<file path="src/rtl/hsv_to_rgb_converter_unit_assert.svh">
// Assertion macros shared by the converter RTL.
// No dependencies; empty bodies when SYNTHESIS is defined.
`ifndef HSV_TO_RGB_CONVERTER_UNIT_ASSERT_SVH
`define HSV_TO_RGB_CONVERTER_UNIT_ASSERT_SVH
`ifndef SYNTHESIS
`define HSVC_ASSERT(label, clk, rst, prop, msg) \
   label: assert property (@(posedge clk) disable iff (rst) (prop)) else $error(msg);
`define HSVC_ASSERT_ALWAYS(label, clk, prop, msg) \
   label: assert property (@(posedge clk) (prop)) else $error(msg);
`else
`define HSVC_ASSERT(label, clk, rst, prop, msg)
`define HSVC_ASSERT_ALWAYS(label, clk, prop, msg)
`endif
`endif

</file>
<file path="src/rtl/hsvc_pkg.sv">
// Shared constants, sector codes and queue word type for the HSV to RGB converter.
// No dependencies.
package hsvc_pkg;

   localparam int unsigned HUE_W   = 16;
   localparam int unsigned PCT_W   = 7;
   localparam int unsigned CHAN_W  = 8;
   localparam int unsigned TURN_W  = 9;   // hue after reduction, 0..359
   localparam int unsigned REM_W   = 6;   // offset inside a sector, 0..59

   localparam int unsigned FULL_TURN   = 360;
   localparam int unsigned SECTOR_SPAN = 60;
   localparam int unsigned PERCENT_MAX = 100;
   localparam int unsigned CHANNEL_MAX = 255;

   // reciprocal multipliers, exact floor over the ranges that reach them
   localparam int unsigned TURN_SHIFT    = 24;
   localparam int unsigned RECIP_TURN    = (1 << TURN_SHIFT) / FULL_TURN + 1;
   localparam int unsigned PERCENT_SHIFT = 22;
   localparam int unsigned RECIP_PERCENT = (1 << PERCENT_SHIFT) / PERCENT_MAX + 1;
   localparam int unsigned SPAN_SHIFT    = 20;
   localparam int unsigned RECIP_SPAN    = (1 << SPAN_SHIFT) / SECTOR_SPAN + 1;
   // v*255/100 folded into one constant
   localparam int unsigned TOP_SCALE     = CHANNEL_MAX * RECIP_PERCENT;

   localparam int unsigned QUEUE_DEPTH = 4;
   localparam int unsigned QPTR_W      = $clog2(QUEUE_DEPTH);
   localparam int unsigned QCNT_W      = $clog2(QUEUE_DEPTH + 1);

   typedef enum logic [2:0] {
      SECTOR_RG = 3'd0,
      SECTOR_GR = 3'd1,
      SECTOR_GB = 3'd2,
      SECTOR_BG = 3'd3,
      SECTOR_BR = 3'd4,
      SECTOR_RB = 3'd5
   } sector_type;

   typedef struct packed {
      sector_type           sector;
      logic [REM_W-1:0]     rem;
      logic [PCT_W-1:0]     sat_inv;   // 100 - clipped saturation
      logic [PCT_W-1:0]     val;       // clipped brightness
   } word_type;

endpackage

</file>
<file path="src/rtl/hsvc_front.sv">
// Front end: takes request words, clips percentages, reduces hue and classifies sector.
// Depends on hsvc_pkg and the assertion header.
`include "hsv_to_rgb_converter_unit_assert.svh"
module hsvc_front import hsvc_pkg::*; (
   input  logic              clock,
   input  logic              reset,
   input  logic              req_valid,
   output logic              req_ready,
   input  logic [HUE_W-1:0]  req_hue,
   input  logic [PCT_W-1:0]  req_saturation,
   input  logic [PCT_W-1:0]  req_brightness,
   input  logic              q_full,
   output logic              q_push,
   output word_type          q_word
);

   logic              f1_valid_ff, f1_valid_in;
   logic [HUE_W-1:0]  f1_hue_ff;
   logic [7:0]        f1_quot_ff;
   logic [PCT_W-1:0]  f1_sinv_ff;
   logic [PCT_W-1:0]  f1_val_ff;
   logic              f2_valid_ff, f2_valid_in;
   logic [TURN_W-1:0] f2_turn_ff;
   logic [PCT_W-1:0]  f2_sinv_ff;
   logic [PCT_W-1:0]  f2_val_ff;

   logic              f1_load, f2_load;
   logic [31:0]       quot_prod;
   logic [PCT_W-1:0]  sat_clip, val_clip;
   logic [16:0]       turn_mul, turn_diff;
   logic [TURN_W-1:0] sec_base;
   sector_type        sector;

   assign f2_load   = !f2_valid_ff || !q_full;
   assign f1_load   = !f1_valid_ff || f2_load;
   assign req_ready = f1_load;
   assign q_push    = f2_valid_ff && !q_full;

   assign quot_prod = 32'(req_hue) * 32'(RECIP_TURN);
   assign sat_clip  = (req_saturation > PCT_W'(PERCENT_MAX)) ? PCT_W'(PERCENT_MAX)
                                                             : req_saturation;
   assign val_clip  = (req_brightness > PCT_W'(PERCENT_MAX)) ? PCT_W'(PERCENT_MAX)
                                                             : req_brightness;

   assign turn_mul  = 17'(f1_quot_ff) * 17'(FULL_TURN);
   assign turn_diff = 17'(f1_hue_ff) - turn_mul;

   assign f1_valid_in = f1_load ? req_valid : f1_valid_ff;
   assign f2_valid_in = f2_load ? f1_valid_ff : f2_valid_ff;

   always_ff @(posedge clock) begin
      if (reset) begin
         f1_valid_ff <= 1'b0;
         f2_valid_ff <= 1'b0;
      end else begin
         f1_valid_ff <= f1_valid_in;
         f2_valid_ff <= f2_valid_in;
      end
   end

   always_ff @(posedge clock) begin
      if (f1_load) begin
         f1_hue_ff  <= req_hue;
         f1_quot_ff <= quot_prod[TURN_SHIFT +: 8];
         f1_sinv_ff <= PCT_W'(PERCENT_MAX) - sat_clip;
         f1_val_ff  <= val_clip;
      end
      if (f2_load) begin
         f2_turn_ff <= turn_diff[TURN_W-1:0];
         f2_sinv_ff <= f1_sinv_ff;
         f2_val_ff  <= f1_val_ff;
      end
   end

   // sector by range compare on the reduced hue
   always_comb begin
      if (f2_turn_ff < TURN_W'(SECTOR_SPAN)) begin
         sector   = SECTOR_RG;
         sec_base = '0;
      end else if (f2_turn_ff < TURN_W'(2 * SECTOR_SPAN)) begin
         sector   = SECTOR_GR;
         sec_base = TURN_W'(SECTOR_SPAN);
      end else if (f2_turn_ff < TURN_W'(3 * SECTOR_SPAN)) begin
         sector   = SECTOR_GB;
         sec_base = TURN_W'(2 * SECTOR_SPAN);
      end else if (f2_turn_ff < TURN_W'(4 * SECTOR_SPAN)) begin
         sector   = SECTOR_BG;
         sec_base = TURN_W'(3 * SECTOR_SPAN);
      end else if (f2_turn_ff < TURN_W'(5 * SECTOR_SPAN)) begin
         sector   = SECTOR_BR;
         sec_base = TURN_W'(4 * SECTOR_SPAN);
      end else begin
         sector   = SECTOR_RB;
         sec_base = TURN_W'(5 * SECTOR_SPAN);
      end
   end

   always_comb begin
      q_word.sector  = sector;
      q_word.rem     = REM_W'(f2_turn_ff - sec_base);
      q_word.sat_inv = f2_sinv_ff;
      q_word.val     = f2_val_ff;
   end

   `HSVC_ASSERT(a_turn_range, clock, reset, f2_valid_ff |-> (f2_turn_ff < TURN_W'(FULL_TURN)), "reduced hue out of range")

endmodule

</file>
<file path="src/rtl/hsvc_queue.sv">
// Short word queue between the front end and the arithmetic back end.
// Depends on hsvc_pkg and the assertion header.
`include "hsv_to_rgb_converter_unit_assert.svh"
module hsvc_queue import hsvc_pkg::*; (
   input  logic     clock,
   input  logic     reset,
   input  logic     push,
   input  word_type push_word,
   output logic     full,
   output logic     pop_valid,
   input  logic     pop,
   output word_type pop_word
);

   word_type          slot_ff [QUEUE_DEPTH];
   logic [QPTR_W-1:0] wr_ptr_ff, wr_ptr_in;
   logic [QPTR_W-1:0] rd_ptr_ff, rd_ptr_in;
   logic [QCNT_W-1:0] count_ff, count_in;
   logic              do_pop;

   assign full      = (count_ff == QCNT_W'(QUEUE_DEPTH));
   assign pop_valid = (count_ff != '0);
   assign pop_word  = slot_ff[rd_ptr_ff];
   assign do_pop    = pop && pop_valid;

   always_comb begin
      wr_ptr_in = push   ? wr_ptr_ff + 1'b1 : wr_ptr_ff;
      rd_ptr_in = do_pop ? rd_ptr_ff + 1'b1 : rd_ptr_ff;
      count_in  = count_ff;
      if (push && !do_pop) begin
         count_in = count_ff + 1'b1;
      end else if (!push && do_pop) begin
         count_in = count_ff - 1'b1;
      end
   end

   always_ff @(posedge clock) begin
      if (reset) begin
         wr_ptr_ff <= '0;
         rd_ptr_ff <= '0;
         count_ff  <= '0;
      end else begin
         wr_ptr_ff <= wr_ptr_in;
         rd_ptr_ff <= rd_ptr_in;
         count_ff  <= count_in;
      end
   end

   always_ff @(posedge clock) begin
      if (push) begin
         slot_ff[wr_ptr_ff] <= push_word;
      end
   end

   `HSVC_ASSERT(a_no_overflow, clock, reset, push |-> !full, "push into full queue")
   `HSVC_ASSERT(a_count_bound, clock, reset, count_ff <= QCNT_W'(QUEUE_DEPTH), "count past depth")

endmodule

</file>
<file path="src/rtl/hsvc_back.sv">
// Arithmetic back end: six stalling stages from queue word to RGB output register.
// Depends on hsvc_pkg and the assertion header.
`include "hsv_to_rgb_converter_unit_assert.svh"
module hsvc_back import hsvc_pkg::*; (
   input  logic              clock,
   input  logic              reset,
   input  logic              q_valid,
   output logic              q_pop,
   input  word_type          q_word,
   output logic              rsp_valid,
   input  logic              rsp_ready,
   output logic [CHAN_W-1:0] rsp_red,
   output logic [CHAN_W-1:0] rsp_green,
   output logic [CHAN_W-1:0] rsp_blue
);

   localparam int unsigned NSTAGE = 6;

   logic [NSTAGE-1:0] valid_ff, valid_in;
   logic [NSTAGE:0]   rdy;

   // stage registers
   logic [CHAN_W-1:0] s1_top_ff;
   logic [PCT_W-1:0]  s1_sinv_ff;
   sector_type        s1_sec_ff;
   logic [REM_W-1:0]  s1_rem_ff;

   logic [14:0]       s2_prod_ff;
   logic [CHAN_W-1:0] s2_top_ff;
   sector_type        s2_sec_ff;
   logic [REM_W-1:0]  s2_rem_ff;

   logic [CHAN_W-1:0] s3_bot_ff;
   logic [CHAN_W-1:0] s3_top_ff;
   sector_type        s3_sec_ff;
   logic [REM_W-1:0]  s3_rem_ff;

   logic [13:0]       s4_dprod_ff;
   logic [CHAN_W-1:0] s4_top_ff;
   logic [CHAN_W-1:0] s4_bot_ff;
   sector_type        s4_sec_ff;

   logic [CHAN_W-1:0] s5_adj_ff;
   logic [CHAN_W-1:0] s5_top_ff;
   logic [CHAN_W-1:0] s5_bot_ff;
   sector_type        s5_sec_ff;

   logic [CHAN_W-1:0] red_ff, green_ff, blue_ff;

   logic [30:0]       top_mul, bot_mul;
   logic [CHAN_W-1:0] diff;
   logic [28:0]       adj_mul;
   logic [CHAN_W-1:0] rise, fall;
   logic [CHAN_W-1:0] red_in, green_in, blue_in;

   // ready ripples back from the output register
   always_comb begin
      rdy[NSTAGE] = rsp_ready;
      for (int k = NSTAGE - 1; k >= 0; k--) begin
         rdy[k] = !valid_ff[k] || rdy[k+1];
      end
      valid_in[0] = rdy[0] ? q_valid : valid_ff[0];
      for (int k = 1; k < NSTAGE; k++) begin
         valid_in[k] = rdy[k] ? valid_ff[k-1] : valid_ff[k];
      end
   end

   assign q_pop     = q_valid && rdy[0];
   assign rsp_valid = valid_ff[NSTAGE-1];
   assign rsp_red   = red_ff;
   assign rsp_green = green_ff;
   assign rsp_blue  = blue_ff;

   always_ff @(posedge clock) begin
      if (reset) begin
         valid_ff <= '0;
      end else begin
         valid_ff <= valid_in;
      end
   end

   assign top_mul = 31'(q_word.val) * 31'(TOP_SCALE);
   assign bot_mul = 31'(s2_prod_ff) * 31'(RECIP_PERCENT);
   assign diff    = s3_top_ff - s3_bot_ff;
   assign adj_mul = 29'(s4_dprod_ff) * 29'(RECIP_SPAN);

   always_ff @(posedge clock) begin
      if (rdy[0]) begin
         s1_top_ff  <= top_mul[PERCENT_SHIFT +: CHAN_W];
         s1_sinv_ff <= q_word.sat_inv;
         s1_sec_ff  <= q_word.sector;
         s1_rem_ff  <= q_word.rem;
      end
      if (rdy[1]) begin
         s2_prod_ff <= 15'(s1_top_ff) * 15'(s1_sinv_ff);
         s2_top_ff  <= s1_top_ff;
         s2_sec_ff  <= s1_sec_ff;
         s2_rem_ff  <= s1_rem_ff;
      end
      if (rdy[2]) begin
         s3_bot_ff <= bot_mul[PERCENT_SHIFT +: CHAN_W];
         s3_top_ff <= s2_top_ff;
         s3_sec_ff <= s2_sec_ff;
         s3_rem_ff <= s2_rem_ff;
      end
      if (rdy[3]) begin
         s4_dprod_ff <= 14'(diff) * 14'(s3_rem_ff);
         s4_top_ff   <= s3_top_ff;
         s4_bot_ff   <= s3_bot_ff;
         s4_sec_ff   <= s3_sec_ff;
      end
      if (rdy[4]) begin
         s5_adj_ff <= adj_mul[SPAN_SHIFT +: CHAN_W];
         s5_top_ff <= s4_top_ff;
         s5_bot_ff <= s4_bot_ff;
         s5_sec_ff <= s4_sec_ff;
      end
      if (rdy[5]) begin
         red_ff   <= red_in;
         green_ff <= green_in;
         blue_ff  <= blue_in;
      end
   end

   assign rise = s5_bot_ff + s5_adj_ff;
   assign fall = s5_top_ff - s5_adj_ff;

   always_comb begin
      case (s5_sec_ff)
         SECTOR_RG: begin
            red_in = s5_top_ff; green_in = rise;      blue_in = s5_bot_ff;
         end
         SECTOR_GR: begin
            red_in = fall;      green_in = s5_top_ff; blue_in = s5_bot_ff;
         end
         SECTOR_GB: begin
            red_in = s5_bot_ff; green_in = s5_top_ff; blue_in = rise;
         end
         SECTOR_BG: begin
            red_in = s5_bot_ff; green_in = fall;      blue_in = s5_top_ff;
         end
         SECTOR_BR: begin
            red_in = rise;      green_in = s5_bot_ff; blue_in = s5_top_ff;
         end
         default: begin
            red_in = s5_top_ff; green_in = s5_bot_ff; blue_in = fall;
         end
      endcase
   end

   `HSVC_ASSERT(a_bot_le_top, clock, reset, valid_ff[2] |-> (s3_bot_ff <= s3_top_ff), "min above max")
   `HSVC_ASSERT(a_adj_le_span, clock, reset, valid_ff[4] |-> (s5_adj_ff <= (s5_top_ff - s5_bot_ff)), "ramp beyond span")

endmodule

</file>
<file path="src/rtl/hsv_to_rgb_converter_unit.sv">
// HSV to RGB converter: one word in, one RGB word out, pipelined at one word a cycle while rsp_ready does not stall.
// A request passes the front-end registers, the queue and the back-end stages to rsp_valid.
// Every stage is registered and can take a new word while it hands on its last one.
// A 4-word queue splits hue reduction from the arithmetic, so each side stalls on its own.
// Synchronous active-high reset empties the pipeline and queue; payload registers keep data.
// Depends on hsvc_pkg, hsvc_front, hsvc_queue, hsvc_back.
module hsv_to_rgb_converter_unit import hsvc_pkg::*; (
   input  logic              clock,
   input  logic              reset,
   input  logic              req_valid,
   output logic              req_ready,
   input  logic [HUE_W-1:0]  req_hue,
   input  logic [PCT_W-1:0]  req_saturation,
   input  logic [PCT_W-1:0]  req_brightness,
   output logic              rsp_valid,
   input  logic              rsp_ready,
   output logic [CHAN_W-1:0] rsp_red,
   output logic [CHAN_W-1:0] rsp_green,
   output logic [CHAN_W-1:0] rsp_blue
);

   logic     q_full, q_push, q_valid, q_pop;
   word_type push_word, pop_word;

   hsvc_front u_front (
      .clock          (clock),
      .reset          (reset),
      .req_valid      (req_valid),
      .req_ready      (req_ready),
      .req_hue        (req_hue),
      .req_saturation (req_saturation),
      .req_brightness (req_brightness),
      .q_full         (q_full),
      .q_push         (q_push),
      .q_word         (push_word)
   );

   hsvc_queue u_queue (
      .clock     (clock),
      .reset     (reset),
      .push      (q_push),
      .push_word (push_word),
      .full      (q_full),
      .pop_valid (q_valid),
      .pop       (q_pop),
      .pop_word  (pop_word)
   );

   hsvc_back u_back (
      .clock     (clock),
      .reset     (reset),
      .q_valid   (q_valid),
      .q_pop     (q_pop),
      .q_word    (pop_word),
      .rsp_valid (rsp_valid),
      .rsp_ready (rsp_ready),
      .rsp_red   (rsp_red),
      .rsp_green (rsp_green),
      .rsp_blue  (rsp_blue)
   );

endmodule
</file>
<file path="config.mk">
export PLATFORM = sky130hd
export DESIGN_NAME = hsv_to_rgb_converter_unit
export DESIGN_NICKNAME = d
export VERILOG_FILES = /design/src/rtl/hsvc_pkg.sv /design/src/rtl/hsvc_front.sv /design/src/rtl/hsvc_queue.sv /design/src/rtl/hsvc_back.sv /design/src/rtl/hsv_to_rgb_converter_unit.sv
export VERILOG_INCLUDE_DIRS = /design/src /design/src/rtl
export SDC_FILE = /design/constraint.sdc
export NUM_CORES = 1
export LEC_CHECK = 0
export BUFFER_PORTS_ARGS = -buffer_cell sky130_fd_sc_hd__buf_4
export CORE_MARGIN = 4
export CORE_UTILIZATION = 60
export DETAILED_ROUTE_END_ITERATION = 10
export GPL_TIMING_DRIVEN = 0
export HOLD_SLACK_MARGIN = 0.03
export PLACE_DENSITY = 0.81
export SLEW_MARGIN = 30
export SYNTH_ARGS = -nofsm -noshare
export SYNTH_HDL_FRONTEND = slang
export SYNTH_SLANG_ARGS = --single-unit
export TNS_END_PERCENT = 5
</file>
<file path="constraint.sdc">
create_clock -name clock -period 5.9 [get_ports clock]
set_clock_uncertainty 0.05 [all_clocks]
set_input_delay 0.295 -clock clock [delete_from_list [all_inputs] [get_ports clock]]
set_output_delay 0.295 -clock clock [all_outputs]
set_load 0.05 [all_outputs]
</file>
==> results.cfg <==
[floorplan]
start_util_pct = 60.83
core-area_um2 = 43170
die_area_um2 = 47180
pin_count = 60
die_w_um = 217.2
core.rowCount = 76
fp.dieH_um = 217.2

[clock_network]
cts_htree_levels = 1
clk_path_buf_depth = 3
clock_latency_ps = 570
post_cts_buffers = 0
clk_pin_slew_worst_paths_ps = 60
clock-sinks = 326
cts_tree = done
numCtsBuffers = 31
clock-root-buffer = clkbuf_16

[worst_setup_path]
path_class = flop to flop
r2r-end = u_back.s3_bot_ff[6]
ff2ff_path_depth = 18
cp.depth = 18
cp_top_family = adder cells
startpoint = u_back.s2_prod_ff[12]
crit_buf_inv = 4
cp-start-kind = flop
cp-endpoint = u_back.s3_bot_ff[6]
end_kind = flop
cp.required_ps = 6200
r2r-start = u_back.s2_prod_ff[12]
max_stage_delay_ps = 560
crit_arrival_ps = 5960
crit_path_max_fanout = 6
rrSetupSlack_ps = 240
worstPathCellList = ha_1 > inv_1 > fa_1 > inv_1 > fa_1 > fa_1 > inv_1 > fa_1 > inv_1 > ha_1 > a21o_1 > a211oi_1 > o211ai_1 > o2111ai_1 > a21oi_1 > o31a_1 > nor2_1 > xnor2_1
crit_path_top_delay_cell = edfxtp_1

[final_layout]
fin_cells = 2947
most-common-layout-cells = inv_1, ha_1, edfxtp_1, fa_1, nand2_1
final_nets = 3028
layout_commonest_cell = inv_1
drive_above_1_share_pct = 6.986
syn_to_final_growth_pct = 9.109
final_util_pct = 66.37
n_antenna_cell = 0
final_area_um2 = 28660

[global_route]
antenna_found_initial = 0
grt_max_degree = 34
first_global_vias = 17510
grt_usage_pct = 21.39
overflow = 0
grt_pass1_wl_mm = 83.22

[synth]
synthFlopType = edfxtp_1
avgSynthCellArea_um2 = 11.79
synth-seq-cells = 326
yosysTopAreaCellShare_pct = 35.33
synth_area_leaders = edfxtp_1, ha_1, fa_1
syn_inst = 2228
yosysSeqAreaShare_pct = 36.63
synth.cell_area_um2 = 26260
synth.largest_area_cell = edfxtp_1
async_reset_ff_share_pct = 0
synth_cell_types = 66
synth-edff-count = 309
ys_warn_count = 0
syn-num-nets = 2913

[sta]
fmax_mhz = 176.8
setup_violations = 0
relSlewSlack_pct = 38.61
fin_crit_ps = 5657
rsz0062_at_grt = yes
hold_viol_final = 0
setup_slack_ps = 243.4
slew_viol_final = 0
worstMarginPinSlew_ps = 919.8
timing.final.crit_share_pct = 95.87

[route]
ant_nets = 0
dr.pass1.iters = 5
route.detailed.drc = 0
first_iter_violations = 1024
routed_wl_mm = 48.52
vias = 16180
post_drt_wl_per_cell_um = 16.46
via_per_inst = 5.491

[placement]
gp_congestion = 0.9097
io_buffers = 58
dp_slack_ps = -199.6
hpwlAfterDp_mm = 38.51
place_area_um2 = 27450
place_inst = 2871

[min_path]
holdPathStages = 3
min_path_type = primary input to flop

[run]
maxCapViolations = 0

[status]
status = complete, no violations
## metrics by stage
| step | TNS, ps | hold WS, ps |
|---|---|---|
| finish | 0 | 59.65 |
| global route | -17.66 | 60.53 |
| CTS | 0 | 38.26 |
| detailed placement | -212.1 | 354.5 |
| global placement | -143.1 | 350.9 |
| floorplan | 0 | 343.9 |
## tightest hold or removal path, delay by kind of cell
kind,cells,cell delay [ps]
AO/OA/AOI/OAI,1,110
buffers and inverters,2,150
## sequential cells by signal (all words and copies together) (netlist names), 8 cells and up, named ones only
signal / cells
u_back.s2_top_ff: 8
u_back.s5_top_ff: 8
u_back.s3_top_ff: 8
u_back.rsp_blue: 8
u_back.s4_bot_ff: 8
u_back.rsp_green: 8
u_queue.slot_ff: 92
u_back.s3_bot_ff: 8
u_back.rsp_red: 8
u_back.s5_adj_ff: 8
u_front.f2_turn_ff: 9
u_back.s4_top_ff: 8
u_front.f1_hue_ff: 9
u_back.s1_top_ff: 8
u_back.s5_bot_ff: 8
u_back.s4_dprod_ff: 14
u_back.s2_prod_ff: 15
## layout make-up
cell class / instances / area [um^2]
clock buffer: 34 / 787.0
multi-input combinational: 1410 / 14820
tap: 585 / 732.0
timing repair buffer: 82 / 675.6
buffer: 28 / 121.4
clock inverter: 18 / 158.9
sequential: 326 / 9619
inverter: 464 / 1742
fill: 3094 / 14520
## synthesized netlist by cell type (5+ instances only)
library cell and number:
inv_1 464, ha_1 438, edfxtp_1 309, fa_1 213, nand2_1 125, nor2_1 75
a21oi_1 68, xnor2_1 67, and2_1 64, o21ai_0 43, a21o_1 35, nor3_1 25
mux4_2 24, xor2_1 24, nor2b_1 21, clkbuf_1 19, mux2i_1 18, dfxtp_1 17
a211oi_1 14, nand3_1 12, o21bai_1 11, o211ai_1 10, nand4_1 9, mux2_2 8
nand2b_1 8, or3_1 8, and3_1 7, or2_2 7, buf_1 6, nor3b_1 6
o21a_1 6, a31oi_1 5
## per-layer routing
metal | track usage, % | share of wire (%)
met4 | 5.745 | 2.7
met2 | 39.61 | 52
met3 | 2.080 | 3.5
met1 | 26.92 | 41
met5 | 0 | 0
## worst min-delay path by stage
stage,from,to,slack (ps)
after floorplan,req_hue[0],u_front.f1_hue_ff[0],340
after global placement,u_back.s2_top_ff[7],u_back.s3_top_ff[7],350
after CTS,req_saturation[0],u_front.f1_sinv_ff[0],40
after detailed placement,u_back.s1_rem_ff[5],u_back.s2_rem_ff[5],350
after global routing,req_saturation[2],u_front.f1_sinv_ff[2],60
final,req_saturation[0],u_front.f1_sinv_ff[0],60
## logic make-up (layout without fill, tap and decap cells)
| kind of cell | Yosys count | after routing | synth area share (%) |
|---|---|---|---|
| AO/OA/AOI/OAI | 238 | 238 | 5.979 |
| XOR/XNOR | 91 | 91 | 3.035 |
| adder cells (fa/ha/maj) | 651 | 651 | 37.10 |
| buffers and inverters | 492 | 626 | 7.070 |
| flip-flops | 326 | 326 | 36.63 |
| multiplexers | 50 | 50 | 3.087 |
| AND/OR/NAND/NOR | 380 | 380 | 7.099 |
## what timing repair did
item	CTS	global route
endpoints found under the hold margin	27	0
setup endpoints to repair	4	7
gates resized for setup	2	12
hold buffers	24	0
Power is not shown: default switching activity piles up to over one toggle a cycle in this logic, so the estimate is an artifact.
